$ cat src/rtl/core/fr_pkg.sv
package fr_pkg;

	localparam int VALUE_WIDTH_DEF = 32;

	// bit positions in the result tuser
	localparam int USER_CHANGED   = 0;
	localparam int USER_UNDEFINED = 1;
	localparam int USER_WIDTH     = 2;

	typedef enum logic [1:0] {
		ST_IDLE,
		ST_GCD,
		ST_DIV,
		ST_DONE
	} fr_state_t;

	typedef struct packed {
		logic load;
		logic gcd_step;
		logic div_start;
		logic div_step;
		logic out_load;
	} dp_cmd_t;

	typedef struct packed {
		logic gcd_done;
		logic skip_div;
		logic div_done;
	} dp_sts_t;

endpackage

$ cat src/rtl/core/fr_ctrl.sv
module fr_ctrl (
	input  logic            clk,
	input  logic            arst_n,
	input  logic            in_valid,
	output logic            in_ready,
	output logic            out_valid,
	input  logic            out_ready,
	output fr_pkg::dp_cmd_t cmd,
	input  fr_pkg::dp_sts_t sts
);
	import fr_pkg::*;

	fr_state_t state_q;
	fr_state_t state_d;
	logic      out_valid_q;

	always_ff @(posedge clk or negedge arst_n) begin
		if (!arst_n) begin
			state_q     <= ST_IDLE;
			out_valid_q <= 1'b0;
		end else begin
			state_q <= state_d;
			if (cmd.out_load) begin
				out_valid_q <= 1'b1;
			end else if (out_ready) begin
				out_valid_q <= 1'b0;
			end
		end
	end

	always_comb begin
		state_d = state_q;
		unique case (state_q)
			ST_IDLE: begin
				if (in_valid) state_d = ST_GCD;
			end
			ST_GCD: begin
				if (sts.gcd_done) state_d = sts.skip_div ? ST_DONE : ST_DIV;
			end
			ST_DIV: begin
				if (sts.div_done) state_d = ST_DONE;
			end
			ST_DONE: begin
				if (!out_valid_q || out_ready) state_d = ST_IDLE;
			end
			default: state_d = ST_IDLE;
		endcase
	end

	always_comb begin
		cmd      = '0;
		in_ready = 1'b0;
		unique case (state_q)
			ST_IDLE: begin
				in_ready = 1'b1;
				cmd.load = in_valid;
			end
			ST_GCD: begin
				cmd.gcd_step  = !sts.gcd_done;
				cmd.div_start = sts.gcd_done && !sts.skip_div;
			end
			ST_DIV: begin
				cmd.div_step = !sts.div_done;
			end
			ST_DONE: begin
				// move the result out once the output slot is free
				cmd.out_load = !out_valid_q || out_ready;
			end
			default: begin
				cmd = '0;
			end
		endcase
	end

	assign out_valid = out_valid_q;

endmodule

$ cat src/rtl/core/fr_datapath.sv
module fr_datapath #(
	parameter int VALUE_WIDTH = fr_pkg::VALUE_WIDTH_DEF
) (
	input  logic                   clk,
	input  fr_pkg::dp_cmd_t        cmd,
	output fr_pkg::dp_sts_t        sts,
	input  logic [VALUE_WIDTH-1:0] numerator,
	input  logic [VALUE_WIDTH-1:0] denominator,
	input  logic                   last_in,
	output logic [VALUE_WIDTH-1:0] reduced_numerator,
	output logic [VALUE_WIDTH-1:0] reduced_denominator,
	output logic                   changed,
	output logic                   undefined_fraction,
	output logic                   last_out
);
	import fr_pkg::*;

	localparam int W  = VALUE_WIDTH;
	localparam int KW = $clog2(W + 1);

	logic [W-1:0]  num_q, den_q;
	logic          last_q;
	logic [W-1:0]  a_q, b_q;
	logic [KW-1:0] k_q;
	logic [W-1:0]  g_q;
	logic [W-1:0]  rn_q, rd_q;
	logic [W-1:0]  qn_q, qd_q;
	logic [KW-1:0] cnt_q;

	logic [W-1:0] num_mag, den_mag;
	logic [W-1:0] diff;
	logic         a_ge_b;
	logic [W-1:0] g_w;
	logic [W:0]   rn_sh, rd_sh;
	logic         rn_fit, rd_fit;
	logic [W-1:0] qn_signed, qd_signed;
	logic         both_zero;

	// the most negative value maps to the unsigned power of two
	assign num_mag = num_q[W-1] ? (~num_q + W'(1)) : num_q;
	assign den_mag = den_q[W-1] ? (~den_q + W'(1)) : den_q;

	assign a_ge_b = (a_q >= b_q);
	assign diff   = a_ge_b ? (a_q - b_q) : (b_q - a_q);
	assign g_w    = (a_q | b_q) << k_q;

	assign both_zero    = (num_q == '0) && (den_q == '0);
	assign sts.gcd_done = (a_q == '0) || (b_q == '0);
	assign sts.skip_div = (g_w[W-1:1] == '0);
	assign sts.div_done = (cnt_q == KW'(W));

	assign rn_sh  = {rn_q, qn_q[W-1]};
	assign rd_sh  = {rd_q, qd_q[W-1]};
	assign rn_fit = (rn_sh >= {1'b0, g_q});
	assign rd_fit = (rd_sh >= {1'b0, g_q});

	assign qn_signed = num_q[W-1] ? (~qn_q + W'(1)) : qn_q;
	assign qd_signed = den_q[W-1] ? (~qd_q + W'(1)) : qd_q;

	always_ff @(posedge clk) begin
		if (cmd.load) begin
			num_q  <= numerator;
			den_q  <= denominator;
			last_q <= last_in;
		end

		if (cmd.load) begin
			a_q <= numerator[W-1] ? (~numerator + W'(1)) : numerator;
			b_q <= denominator[W-1] ? (~denominator + W'(1)) : denominator;
			k_q <= '0;
		end else if (cmd.gcd_step) begin
			// binary gcd: strip common twos into k, then odd-odd subtract
			priority if (!a_q[0] && !b_q[0]) begin
				a_q <= a_q >> 1;
				b_q <= b_q >> 1;
				k_q <= k_q + KW'(1);
			end else if (!a_q[0]) begin
				a_q <= a_q >> 1;
			end else if (!b_q[0]) begin
				b_q <= b_q >> 1;
			end else if (a_ge_b) begin
				a_q <= diff >> 1;
			end else begin
				b_q <= diff >> 1;
			end
		end

		if (cmd.div_start) begin
			g_q   <= g_w;
			qn_q  <= num_mag;
			qd_q  <= den_mag;
			rn_q  <= '0;
			rd_q  <= '0;
			cnt_q <= '0;
		end else if (cmd.div_step) begin
			rn_q  <= rn_fit ? W'(rn_sh - {1'b0, g_q}) : rn_sh[W-1:0];
			rd_q  <= rd_fit ? W'(rd_sh - {1'b0, g_q}) : rd_sh[W-1:0];
			qn_q  <= {qn_q[W-2:0], rn_fit};
			qd_q  <= {qd_q[W-2:0], rd_fit};
			cnt_q <= cnt_q + KW'(1);
		end

		if (cmd.out_load) begin
			last_out           <= last_q;
			undefined_fraction <= both_zero;
			if (sts.skip_div) begin
				reduced_numerator   <= num_q;
				reduced_denominator <= den_q;
				changed             <= 1'b0;
			end else begin
				reduced_numerator   <= qn_signed;
				reduced_denominator <= qd_signed;
				changed             <= 1'b1;
			end
		end
	end

endmodule

$ cat src/rtl/core/fraction_reducer_top.sv
// Flow: a load step, then binary gcd steps (one shift or subtract per cycle), then exact
// division of both magnitudes by the gcd when the divisor exceeds one, then a step into
// the output register.
// Throughput: one item at a time, set by the shared gcd and divider loops; the next item
// is taken while the previous result still waits in the output register.
// Reset (arst_n low) clears the controller state and the output valid flag.
module fraction_reducer_top #(
	parameter int VALUE_WIDTH = fr_pkg::VALUE_WIDTH_DEF
) (
	input  logic                               clk,
	input  logic                               arst_n,
	input  logic                               s_tvalid,
	output logic                               s_tready,
	input  logic [2*VALUE_WIDTH-1:0]           s_tdata,  // numerator, denominator
	input  logic                               s_tlast,  // last_in
	output logic                               m_tvalid,
	input  logic                               m_tready,
	output logic [2*VALUE_WIDTH-1:0]           m_tdata,  // reduced_numerator, reduced_denominator
	output logic [fr_pkg::USER_WIDTH-1:0]      m_tuser,  // changed, undefined_fraction
	output logic                               m_tlast   // last_out
);
	import fr_pkg::*;

	dp_cmd_t cmd;
	dp_sts_t sts;

	logic [VALUE_WIDTH-1:0] red_num, red_den;
	logic                   changed, undefined_fraction;

	fr_ctrl u_ctrl (
		.clk       (clk),
		.arst_n    (arst_n),
		.in_valid  (s_tvalid),
		.in_ready  (s_tready),
		.out_valid (m_tvalid),
		.out_ready (m_tready),
		.cmd       (cmd),
		.sts       (sts)
	);

	fr_datapath #(
		.VALUE_WIDTH (VALUE_WIDTH)
	) u_datapath (
		.clk                 (clk),
		.cmd                 (cmd),
		.sts                 (sts),
		.numerator           (s_tdata[VALUE_WIDTH-1:0]),
		.denominator         (s_tdata[2*VALUE_WIDTH-1:VALUE_WIDTH]),
		.last_in             (s_tlast),
		.reduced_numerator   (red_num),
		.reduced_denominator (red_den),
		.changed             (changed),
		.undefined_fraction  (undefined_fraction),
		.last_out            (m_tlast)
	);

	assign m_tdata                 = {red_den, red_num};
	assign m_tuser[USER_CHANGED]   = changed;
	assign m_tuser[USER_UNDEFINED] = undefined_fraction;

	a_load_free_slot: assert property (@(posedge clk) disable iff (!arst_n)
		cmd.out_load |-> (!m_tvalid || m_tready))
		else $error("result loaded over a pending result");

	a_busy_after_accept: assert property (@(posedge clk) disable iff (!arst_n)
		(s_tvalid && s_tready) |=> !s_tready)
		else $error("second item taken while one is at work");

	a_undef_not_changed: assert property (@(posedge clk) disable iff (!arst_n)
		(m_tvalid && m_tuser[USER_UNDEFINED]) |-> (!m_tuser[USER_CHANGED] && m_tdata == '0))
		else $error("zero over zero result is not a plain pass-through");

	a_step_exclusive: assert property (@(posedge clk) disable iff (!arst_n)
		!(cmd.gcd_step && cmd.div_step) && !(cmd.load && cmd.out_load))
		else $error("conflicting datapath commands");

endmodule
$ cat config.mk
export PLATFORM = sky130hd
export DESIGN_NAME = fraction_reducer_top
export DESIGN_NICKNAME = d
export VERILOG_FILES = /design/src/rtl/core/fr_pkg.sv /design/src/rtl/core/fr_ctrl.sv /design/src/rtl/core/fr_datapath.sv /design/src/rtl/core/fraction_reducer_top.sv
export SDC_FILE = /design/constraint.sdc
export NUM_CORES = 1
export LEC_CHECK = 0
export ABC_AREA = 0
export BUFFER_PORTS_ARGS = -buffer_cell sky130_fd_sc_hd__buf_4
export CAP_MARGIN = 0
export CORE_UTILIZATION = 65
export CTS_BUF_LIST = sky130_fd_sc_hd__clkbuf_16
export CTS_CLUSTER_DIAMETER = 30
export CTS_CLUSTER_SIZE = 40
export DETAILED_ROUTE_END_ITERATION = 8
export PLACE_DENSITY = 0.82
export SETUP_SLACK_MARGIN = 0.05
export SLEW_MARGIN = 20
export SYNTH_ARGS = -nofsm -noshare
export SYNTH_HDL_FRONTEND = slang
export SYNTH_SLANG_ARGS = --single-unit
$ cat constraint.sdc
create_clock -name clk -period 20.7 [get_ports clk]
set_input_delay 4.14 -clock clk [delete_from_list [all_inputs] [get_ports clk]]
set_output_delay 4.14 -clock clk [all_outputs]
set_load 0.005 [all_outputs]
## Word level (Yosys, flattened, before mapping)

Cells that the tools add are included.

| storage, ports and cells | value |
|---|---|
| register bits after elaboration | 371 |
| input bits | 69 |
| output and inout bits | 69 |
| word-level logic and storage cells | 122 |

| operators by class | value |
|---|---|
| $add $sub $neg | 12 |
| $lt $le $gt $ge | 3 |
| equality and inequality tests | 11 |
| shift-type cells | 1 |
| mux-type cells | 41 |
| bitwise gates (word level) | 7 |
| reductions and logical operators | 26 |

Operators with widths:

| operator | number |
|---|---|
| two-way mux 32 bit | 27 |
| adder 32 x 1 -> 32 bit (second input constant) | 6 |
| NOT 32 bit | 6 |
| zero test 32 bit | 4 |
| subtractor 32 bit | 4 |
| greater-or-equal comparator 33 x 32 -> 1 bit | 2 |
| greater-or-equal comparator 32 bit | 1 |
| bitwise OR 32 bit | 1 |
| << shifter 32 x 6 -> 32 bit | 1 |
| zero test 31 bit | 1 |
| adder 6 x 1 -> 6 bit (second input constant) | 2 |
| != test 4 bit (second input constant) | 3 |
| two-way mux 2 bit | 5 |
| two-way mux 1 bit | 8 |
| one-hot mux 2 bit (4 select lines) | 1 |
| equality test 6 bit (second input constant) | 1 |
| zero test 1 bit | 6 |
| != test 2 x 1 -> 1 bit (second input constant) | 3 |
| AND reduction 3 bit | 2 |
| nonzero test 2 bit | 3 |
| equality test 2 bit (second input constant) | 2 |
| AND reduction 2 bit | 2 |
| AND reduction 4 bit | 1 |
| logical AND 1 bit | 3 |
| 5 further kinds | 6 |

## Depth between registers and ports, before layout

Gate-level depths: netlist of run 1.

| logic depth | value |
|---|---|
| depth after elaboration | 8 |
| depth in mapped cells | 17 |

## By module

A second synthesis of run 1 with hierarchy kept.

| unflattened totals | value |
|---|---|
| cell total of the unflattened synthesis | 3057 |
| area total of the unflattened synthesis | 27843.0 um2 |

By module, submodules not included:

| module | times used | cells each | area each (um2) | sequential area each (um2) |
|---|---|---|---|---|
| fr_datapath | 1 | 3031 | 27573.9 | 10289.9 |
| fr_ctrl | 1 | 24 | 254.0 | 75.1 |
| fraction_reducer_top | 1 | 2 | 15.0 | 0.0 |

## Worst setup path before layout of run 1

No wires, ideal clock.

| timing path | value |
|---|---|
| path kind | reg-to-reg |
| start point | register u_datapath.a_q[0] |
| end point | register u_datapath.qd_q[0], enable pin |
| library setup time | 0.574 ns |
| arrival | 7.096 ns |
| data required time | 20.126 ns |
| slack | 13.030 ns |
| cell stages (with the launch flop) | 14 |
| buffers on the path | 3 |
| clock period less this slack | 7.670 ns |
| cells stage by stage | edfxtp_1 inv_1 ha_1 clkbuf_1 mux4_2 mux2i_1 a21oi_1 o21ai_0 or4_1 nor4_1 and4_1 buf_4 buf_2 o21ai_0 |

| between the ends | value |
|---|---|
| cells in the longest elaborated chain, start to end | 7 |
| elaborated cells on any way between the ends | 9 |
| classes of those cells | 1 x shift; 1 x mux; 1 x bitwise; 6 x reduce/logical |

RTL lines:

| what | RTL line | source |
|---|---|---|
| start: declaration | fr_datapath.sv:23 | `logic [W-1:0] a_q, b_q;` |
| start signal: assignment | fr_datapath.sv:68 | `a_q <= numerator[W-1] ? (~numerator + W'(1)) : numerator;` |
| start signal: assignment | fr_datapath.sv:74 | `a_q <= a_q >> 1;` |
| start signal: assignment | fr_datapath.sv:78 | `a_q <= a_q >> 1;` |
| bitwise OR 32 bit | fr_datapath.sv:45 | `assign g_w = (a_q \| b_q) << k_q;` |
| << shifter 32 x 6 -> 32 bit | fr_datapath.sv:45 |  |
| net u_datapath.g_w[27] | fr_datapath.sv:33 | `logic [W-1:0] g_w;` |
| zero test 31 bit | fr_datapath.sv:49 | `assign sts.skip_div = (g_w[W-1:1] == '0);` |
| zero test 1 bit | fr_ctrl.sv:60 | `cmd.div_start = sts.gcd_done && !sts.skip_div;` |
| logical AND 1 bit | fr_ctrl.sv:60 |  |
| two-way mux 2 bit | fr_ctrl.sv:53 | `unique case (state_q)` |
| nonzero test 2 bit (no source line) | - |  |
| end signal: assignment | fr_datapath.sv:91 | `qd_q <= den_mag;` |
| end signal: assignment | fr_datapath.sv:99 | `qd_q <= {qd_q[W-2:0], rd_fit};` |
| end: declaration | fr_datapath.sv:27 | `logic [W-1:0] qn_q, qd_q;` |

The timed path passes the listed nets, and every way through them passes these cells.
A chain may end at the register's enable or synchronous reset.

## Worst setup path after layout of run 1

| timing path | value |
|---|---|
| start point | input s_tdata[10] |
| end point | register u_datapath.a_q[28], data pin |

| between the ends | value |
|---|---|
| cells in the longest elaborated chain, start to end | 4 |

RTL lines:

| what | RTL line | source |
|---|---|---|
| start: declaration | fraction_reducer_top.sv:14 | `input logic [2*VALUE_WIDTH-1:0] s_tdata,` |
| NOT 32 bit | fr_datapath.sv:68 |  |
| adder 32 x 1 -> 32 bit | fr_datapath.sv:68 |  |
| two-way mux 32 bit | fr_datapath.sv:68 |  |
| two-way mux 32 bit | fr_datapath.sv:67 | `if (cmd.load) begin` |

No other way between the ends.

==> run_results.csv, run 1 <==
group,metric,value,unit
outcome,outcome,"complete, no violations",
sta,hold_viol_final,0,
setup_path,slowest_stage,"nor3_1",
floorplan,start_util,66.18,%
route,wirelength,90.03,mm
setup_path,cp.arrival,7.60,ns
synth,async_flop_share,0.8086,%
synth,netlist.area_leader.share,31.45,%
setup_path,cp_data_required_time,21.07,ns
synth,synth_common_cells,"292 x edfxtp_1, 291 x nand2_1, 279 x nor2_1",
floorplan,core-area,0.04213,mm²
cells_and_area,regArea,0.01037,mm²
synth,yosysSeqAreaShare,37.17,%
synth,synth-seq-cells,371,
sta,layout_min_cycle_time,7.231,ns
clock_network,clock_path_buffers,3,
cells_and_area,nFillCells,2788,
grt,grt_pass1_wl,138.6,mm
grt,grt_start_max_net_pins,99,
cells_and_area,drive_gt1_share,11.79,%
synth,synth_cell_types,91,
clock_network,clock_latency,0.64,ns
flow_run,maxCapViolCount,0,
clock_network,cts_tree,"built",
grt,grt_usage,40.64,%
clock_network,htreeDepth,3,
synth,synthTopCellsByArea,"edfxtp_1 31%, ha_1 7.8%, dfxtp_1 5.5%",
power_and_ir_drop,ir_drop,0.07999,mV
power_and_ir_drop,netSwitchingFraction,21.24,%
clock_network,holdBufCountCts,0,
floorplan,die_h,209.1,µm
setup_path,reg2regPathDepth,13,
setup_path,cp_top_family,"simple AND/OR/NAND/NOR gates",
grt,grt-ovfl-total,0,
route,drtIter0Drc,3404,
setup_path,crit_path_end_kind,"flip-flop",
route,wl_per_cell,23.87,µm
sta,tns,0,ns
synth,synthFlopType,"edfxtp_1",
worst_hold_path,hold_path.class,"flip-flop to flip-flop",
clock_network,root_buffer,"clkbuf_16",
sta,setup_viol,0,
synth,yosysMostFrequentCell,"edfxtp_1",
power_and_ir_drop,power_frac_clock,63.8,%
clock_network,cts_resized,0,
cells_and_area,multi_input_area,0.01617,mm²
setup_path,critPathKind,"input port to flip-flop",
floorplan,num_rows,75,
synth,synth_top_family_by_area,"compound AO/OA/AOI/OAI gates",
route,drc,0,
power_and_ir_drop,comb_power_share,1.7,%
setup_path,critical_path_depth,11,
setup_path,crit_chain,"buf_4, or4_1, or2_1, nor3_1, nand4_1, or3_1, or4_1, o31ai_1, xnor2_1, a22oi_1, o21ai_1",
sta,worst_pin_slew,1.163,ns
setup_path,crit_fanout,4,
grt,antenna_found_initial,2,
placed_design,place_congestion,1.022,
synth,synth_simple_gate_area_share,15.80,%
setup_path,crit_path_max_incr_delay,0.61,ns
synth,synth_nets,3313,
clock_network,clk_pin_slew_worst_paths,0.05,ns
clock_network,post_cts_buffers,0,
synth,synth-xor-area-share,8.952,%
sta,maxSlewHeadroom,20.43,%
synth,syn_area,0.02788,mm²
route,drtPass1Iterations,6,
synth,syn_avg_cell_area,9.091,µm²
floorplan,dieArea,0.04373,mm²
synth,yosysWarnings,0,
placed_design,portBuffers,137,
power_and_ir_drop,powerDensity,71.66,mW/mm²
cells_and_area,finalInstanceArea,0.03229,mm²
synth,synthMuxAreaShare,4.380,%
sta,rsz0062_at_grt,"false",
sta,period_share,34.93,%
cells_and_area,final_nets,3401,
synth,netlist_instances,3067,
power_and_ir_drop,switching_power,0.0004915,W
grt,grt_pass1_vias,24480,
setup_path,start_kind,"input port",
setup_path,cp_num_buf_inv,1,
route,via_count,25870,
power_and_ir_drop,seqPwrFrac,34.5,%
floorplan,ios,138,
route,vias_per_cell,6.859,
sta,fmax,138.3,MHz
setup_path,critPathMostFrequentCell,"or4_1",
cells_and_area,area_growth,15.80,%
cells_and_area,final_core_util,76.63,%
synth,synthAdderAreaFrac,8.050,%
synth,synth_top_cell_by_area,"edfxtp_1",
placed_design,dpl_cell_area,0.02910,mm²
power_and_ir_drop,p_int,0.001822,W
worst_hold_path,hold_depth,0,
synth,synth_compound_area_share,20.66,%
sta,maxSlewViolCount,0,
route,antenna_left,0,
sta,fin_worst_skew,0.05920,ns
setup_path,r2r_setup_slack,14.58,ns
clock_network,cts_num_sinks,371,
clock_network,cts_inserted_buffers,89,
floorplan,die_w,209.1,µm
placed_design,dpl.hpwl,64.22,mm
power_and_ir_drop,p_leak,12.35,nW
synth,synth_edf_count,292,
-- through the flow --
step	hold slack, ns	setup WS, ns	total power [W]	cells
2_1_floorplan	0.4003	13.03	0.0008256	3067
3_3_place_gp	0.4071	12.96	0.0008474	3603
3_5_place_dp	0.4107	12.91	0.0008487	3603
4_1_cts	0.4198	13.54	0.002317	3770
5_1_grt	0.4199	13.32	0.002356	3771
6_report	0.4221	13.47	0.002314	3772
-- sequential cells by signal, indices dropped and copies added, names as in the netlist, 2 cells and up --
name,count
u_datapath.qd_q,32
u_datapath.cnt_q,6
u_datapath.reduced_numerator,32
u_datapath.reduced_denominator,32
u_datapath.num_q,32
u_datapath.k_q,6
u_datapath.rd_q,32
u_datapath.qn_q,32
u_datapath.b_q,32
u_datapath.a_q,32
u_ctrl.state_q,2
u_datapath.g_q,32
u_datapath.rn_q,32
u_datapath.den_q,32
-- power by group through the flow --
stage               combinational (W)  sequential [W]  clock [W]
floorplan                   0.0000150        0.000811          0
global placement            0.0000369        0.000810          0
detailed placement          0.0000383        0.000810          0
CTS                         0.0000390        0.000797    0.00148
global route                0.0000421        0.000796    0.00152
finish                      0.0000400        0.000797    0.00148
-- final cells by class --
class	count	area share (%)
Multi-Input combinational cell	2351	50.08
Sequential cell	371	32.11
Clock buffer	92	7.130
Timing Repair Buffer	159	3.697
Clock inverter	75	2.740
Inverter	183	2.143
Tap cell	539	2.089
Antenna cell	2	0.01550
-- final timing paths --
check | from | end
min in group asynchronous | arst_n | u_ctrl.state_q[1]$_DFFE_PN0P_
setup / recovery | s_tdata[10] | u_datapath.a_q[28]$_DFFE_PP_
hold / removal | u_datapath.last_q$_DFFE_PP_ | u_datapath.last_out$_DFFE_PP_
setup reg to reg | u_datapath.b_q[0]$_DFFE_PP_ | u_datapath.qd_q[31]$_DFFE_PP_
max in group asynchronous | arst_n | u_ctrl.state_q[0]$_DFFE_PN0P_
hold reg to reg | u_datapath.last_q$_DFFE_PP_ | u_datapath.last_out$_DFFE_PP_
-- cells in the final DEF, fill, tap and decap left out, types with 69 or more instances in the layout --
master / Yosys / layout
xor2_1: 170 / 170
nor3_1: 69 / 69
clkbuf_16: 0 / 92
ha_1: 173 / 173
buf_4: 6 / 159
a21oi_1: 229 / 228
nand2_1: 291 / 290
xnor2_1: 115 / 115
dfxtp_1: 76 / 74
o21ai_0: 141 / 140
nor2_1: 279 / 279
inv_1: 176 / 194
edfxtp_1: 292 / 292
-- cell families (layout without fill, tap and decap cells) --
group / count (synthesis) / in the layout
compound gates: 882 / 882
xor+xnor: 285 / 285
fa+ha+maj: 177 / 177
buf+inv: 345 / 509
flops: 371 / 371
mux: 76 / 76
other cells: 0 / 2
simple gates: 931 / 931
-- per-layer routing --
layer  GRT usage, %  vias up  part of all wire (%)
li1               -    11550                     -
met1          55.16    12410                    40
met2          61.92     1681                    44
met3          11.89      234                    13
met4          14.30        0                   3.4
met5              0        -                     0
(Power assumes the default switching activity.)
==> inputs of run 2 (changes only) <==
ABC_AREA = 1   (was 0)
CORE_UTILIZATION = 58   (was 65)
PLACE_DENSITY = 0.77   (was 0.82)
clock period = 6.2 ns   (was 20.7 ns; I/O delays follow)
==> run_results.csv, run 2 <==
group,metric,value,unit
outcome,outcome,"complete, no violations",
route,drtIter0Drc,4311,
synth,synth-seq-cells,371,
synth,synth_top_cell_by_area,"edfxtp_1",
clock_network,cts_inserted_buffers,98,
cells_and_area,final_common_cell,"nand2_1",
clock_network,cts_num_sinks,371,
cells_and_area,final_core_util,67.87,%
power_and_ir_drop,netSwitchingFraction,49.48,%
placed_design,place_congestion,1.064,
setup_path,r2r_end,"u_datapath.rd_q[30]$_SDFFE_PP0P_",
synth,syn_area,0.03083,mm²
power_and_ir_drop,seqPwrFrac,21.0,%
route,vias_per_cell,5.906,
placed_design,place_inst,5183,
synth,synthTopCellsByArea,"edfxtp_1 28%, nand2_1 14%, inv_1 7.5%",
synth,synth-xor-area-share,5.994,%
synth,yosysSeqAreaShare,33.62,%
clock_network,post_cts_buffers,0,
sta,fmax,243.3,MHz
route,via_count,31710,
synth,synth_cell_types,50,
setup_path,start_kind,"flip-flop",
placed_design,dpl.hpwl,83.51,mm
floorplan,num_rows,84,
setup_path,critPathKind,"flip-flop to flip-flop",
clock_network,cts_resized,0,
sta,hold_viol_final,0,
synth,yosysWarnings,0,
route,wl_per_cell,20.64,µm
synth,synthAdderAreaFrac,7.280,%
synth,synth_simple_gate_area_share,29.32,%
floorplan,core-area,0.05255,mm²
cells_and_area,final_nets,4841,
route,drc,0,
clock_network,clock_latency,0.65,ns
sta,tns,0,ns
clock_network,clock_path_buffers,3,
setup_path,cp.arrival,4.64,ns
synth,synth_top_family_by_area,"simple AND/OR/NAND/NOR gates",
power_and_ir_drop,comb_power_share,57.0,%
sta,fin_worst_skew,0.01993,ns
synth,syn_avg_cell_area,6.879,µm²
synth,synthMuxAreaShare,0,%
setup_path,slowest_stage,"buf_4",
synth,synth_nets,4728,
cells_and_area,area_growth,15.68,%
power_and_ir_drop,p_int,0.01177,W
synth,async_flop_share,0.8086,%
route,antenna_left,0,
clock_network,root_buffer,"clkbuf_16",
power_and_ir_drop,switching_power,0.01153,W
clock_network,htreeDepth,3,
sta,period_share,66.28,%
grt,grt_pass1_wl,166.9,mm
setup_path,r2r_setup_slack,2.09,ns
synth,netlist_instances,4482,
grt,grt_pass1_vias,28830,
route,wirelength,110.8,mm
synth,synth_edf_count,292,
cells_and_area,fin_cells,5370,
synth,yosysMostFrequentCell,"nand2_1",
sta,holdWs,0.3979,ns
power_and_ir_drop,power_frac_clock,22.0,%
sta,rsz0062_at_grt,"false",
setup_path,cp_data_required_time,6.73,ns
clock_network,clk_pin_slew_worst_paths,0.04,ns
sta,worst_pin_slew,1.071,ns
power_and_ir_drop,powerDensity,653.3,mW/mm²
worst_hold_path,hold_path.class,"input port to async pin",
synth,synth_common_cells,"1134 x nand2_1, 613 x inv_1, 427 x nand3_1",
grt,grt_start_max_net_pins,95,
flow_run,maxCapViolCount,0,
setup_path,r2r-start,"u_datapath.g_q[2]$_DFFE_PP_",
grt,grt_usage,40.36,%
setup_path,crit_path_max_incr_delay,0.48,ns
cells_and_area,drive_gt1_share,8.567,%
sta,maxSlewViolCount,0,
floorplan,dieArea,0.05409,mm²
clock_network,holdBufCountCts,0,
setup_path,crit_path_end_kind,"flip-flop",
grt,grt-ovfl-total,0,
setup_path,crit_chain,"inv_1, ha_1, nand2_1, o21ai_1, a21oi_1, o21bai_1, nand2_1, nand2_1, nand2_1, nand2_1, buf_4, nand3_1, nand3b_1, nand2_1, nand2_1, inv_2",
sta,setup_viol,0,
grt,antenna_found_initial,2,
synth,synth_compound_area_share,13.31,%
route,drtPass1Iterations,8,
synth,synthFlopType,"edfxtp_1",
sta,maxSlewHeadroom,27.83,%
power_and_ir_drop,ir_drop,0.4443,mV
setup_path,critPathMostFrequentCell,"nand2_1",
floorplan,ios,138,
placed_design,portBuffers,137,
floorplan,start_util,58.67,%
sta,layout_min_cycle_time,4.109,ns
setup_path,crit_fanout,44,
cells_and_area,most-common-layout-cells,"1132 x nand2_1, 623 x inv_1, 427 x nand3_1",
floorplan,die_w,232.6,µm
setup_path,reg2regPathDepth,16,
floorplan,die_h,232.6,µm
synth,netlist.area_leader.share,28.44,%
power_and_ir_drop,p_leak,17.10,nW
clock_network,cts_tree,"built",
-- run 2: changes by cell type after synthesis, moves of 40 or more --
cell,delta
o21ai_0,+173
inv_2,+43
nand3_1,+383
inv_1,+437
o31ai_1,-57
nor2_1,+92
xnor2_1,-85
clkbuf_1,-40
a221oi_1,-40
a211oi_1,-52
nand2_1,+843
-- run 2: worst max-delay path, delay by kind of cell, from the launching register on --
kind            cells  cell delay [ns]
compound gates      3             0.92
flops               1             0.31
simple gates        9             1.70
fa+ha+maj           1             0.46
buf+inv             3             0.59
-- run 2: stage by stage --
| step | instance area, µm² | total power [W] | setup slack, ns |
|---|---|---|---|
| 2_1_floorplan | 30830 | 0.01358 | 1.172 |
| 3_3_place_gp | 32310 | 0.01759 | 2.234 |
| 3_5_place_dp | 32310 | 0.01759 | 2.181 |
| 4_1_cts | 35660 | 0.02286 | 2.273 |
| 5_1_grt | 35660 | 0.02476 | 1.838 |
| 6_report | 35670 | 0.02330 | 2.091 |
-- run 2: cell type report --
type	count	area [µm²]
flip-flops and latches	371	10360
inverters	663	2499
fillers	4521	16880
clock inverters	86	855.8
well taps	688	860.8
diodes	1	2.502
multi-input cells	3290	17290
repair buffers	171	1296
clock buffers	100	2502
-- run 2: logic make-up after synthesis --
kind of cell | count (synthesis)
xor gates and xnor gates | 211
DFF | 371
buffers and inverters | 821
and+or+nand+nor | 2138
adders and majority gates | 177
AOI/OAI and AO/OA | 764
-- run 2: worst max-delay path by stage --
stage	startpoint	to	cells after the start
floorplan	m_tready	u_datapath.changed$_DFFE_PP_	2
global placement	s_tdata[0]	u_datapath.a_q[25]$_DFFE_PP_	11
global route	u_datapath.b_q[0]$_DFFE_PP_	u_datapath.qd_q[17]$_DFFE_PP_	16
finish	u_datapath.g_q[2]$_DFFE_PP_	u_datapath.rd_q[30]$_SDFFE_PP0P_	16
detailed placement	s_tdata[0]	u_datapath.a_q[25]$_DFFE_PP_	11
CTS	u_datapath.b_q[0]$_DFFE_PP_	u_datapath.qd_q[29]$_DFFE_PP_	16
-- run 2: layer usage --
layer | wire length (µm) | global-route usage, % | part of all wire (%) | vias to the layer above
li1 | - | - | - | 14970
met1 | 47800 | 57.88 | 43 | 14670
met2 | 45830 | 58.31 | 41 | 1802
met3 | 13150 | 10.43 | 12 | 273
met4 | 4064 | 14.05 | 3.7 | 2
met5 | 11 | 0 | 0.0099 | -
-- run 2: power by group through the flow --
| stage | clock network (W) | logic [W] | registers, W |
|---|---|---|---|
| floorplan | 0 | 0.00887 | 0.00471 |
| global placement | 0 | 0.0127 | 0.00487 |
| detailed placement | 0 | 0.0127 | 0.00488 |
| CTS | 0.00515 | 0.0129 | 0.00486 |
| global route | 0.00528 | 0.0145 | 0.00497 |
| finish | 0.00514 | 0.0133 | 0.00489 |
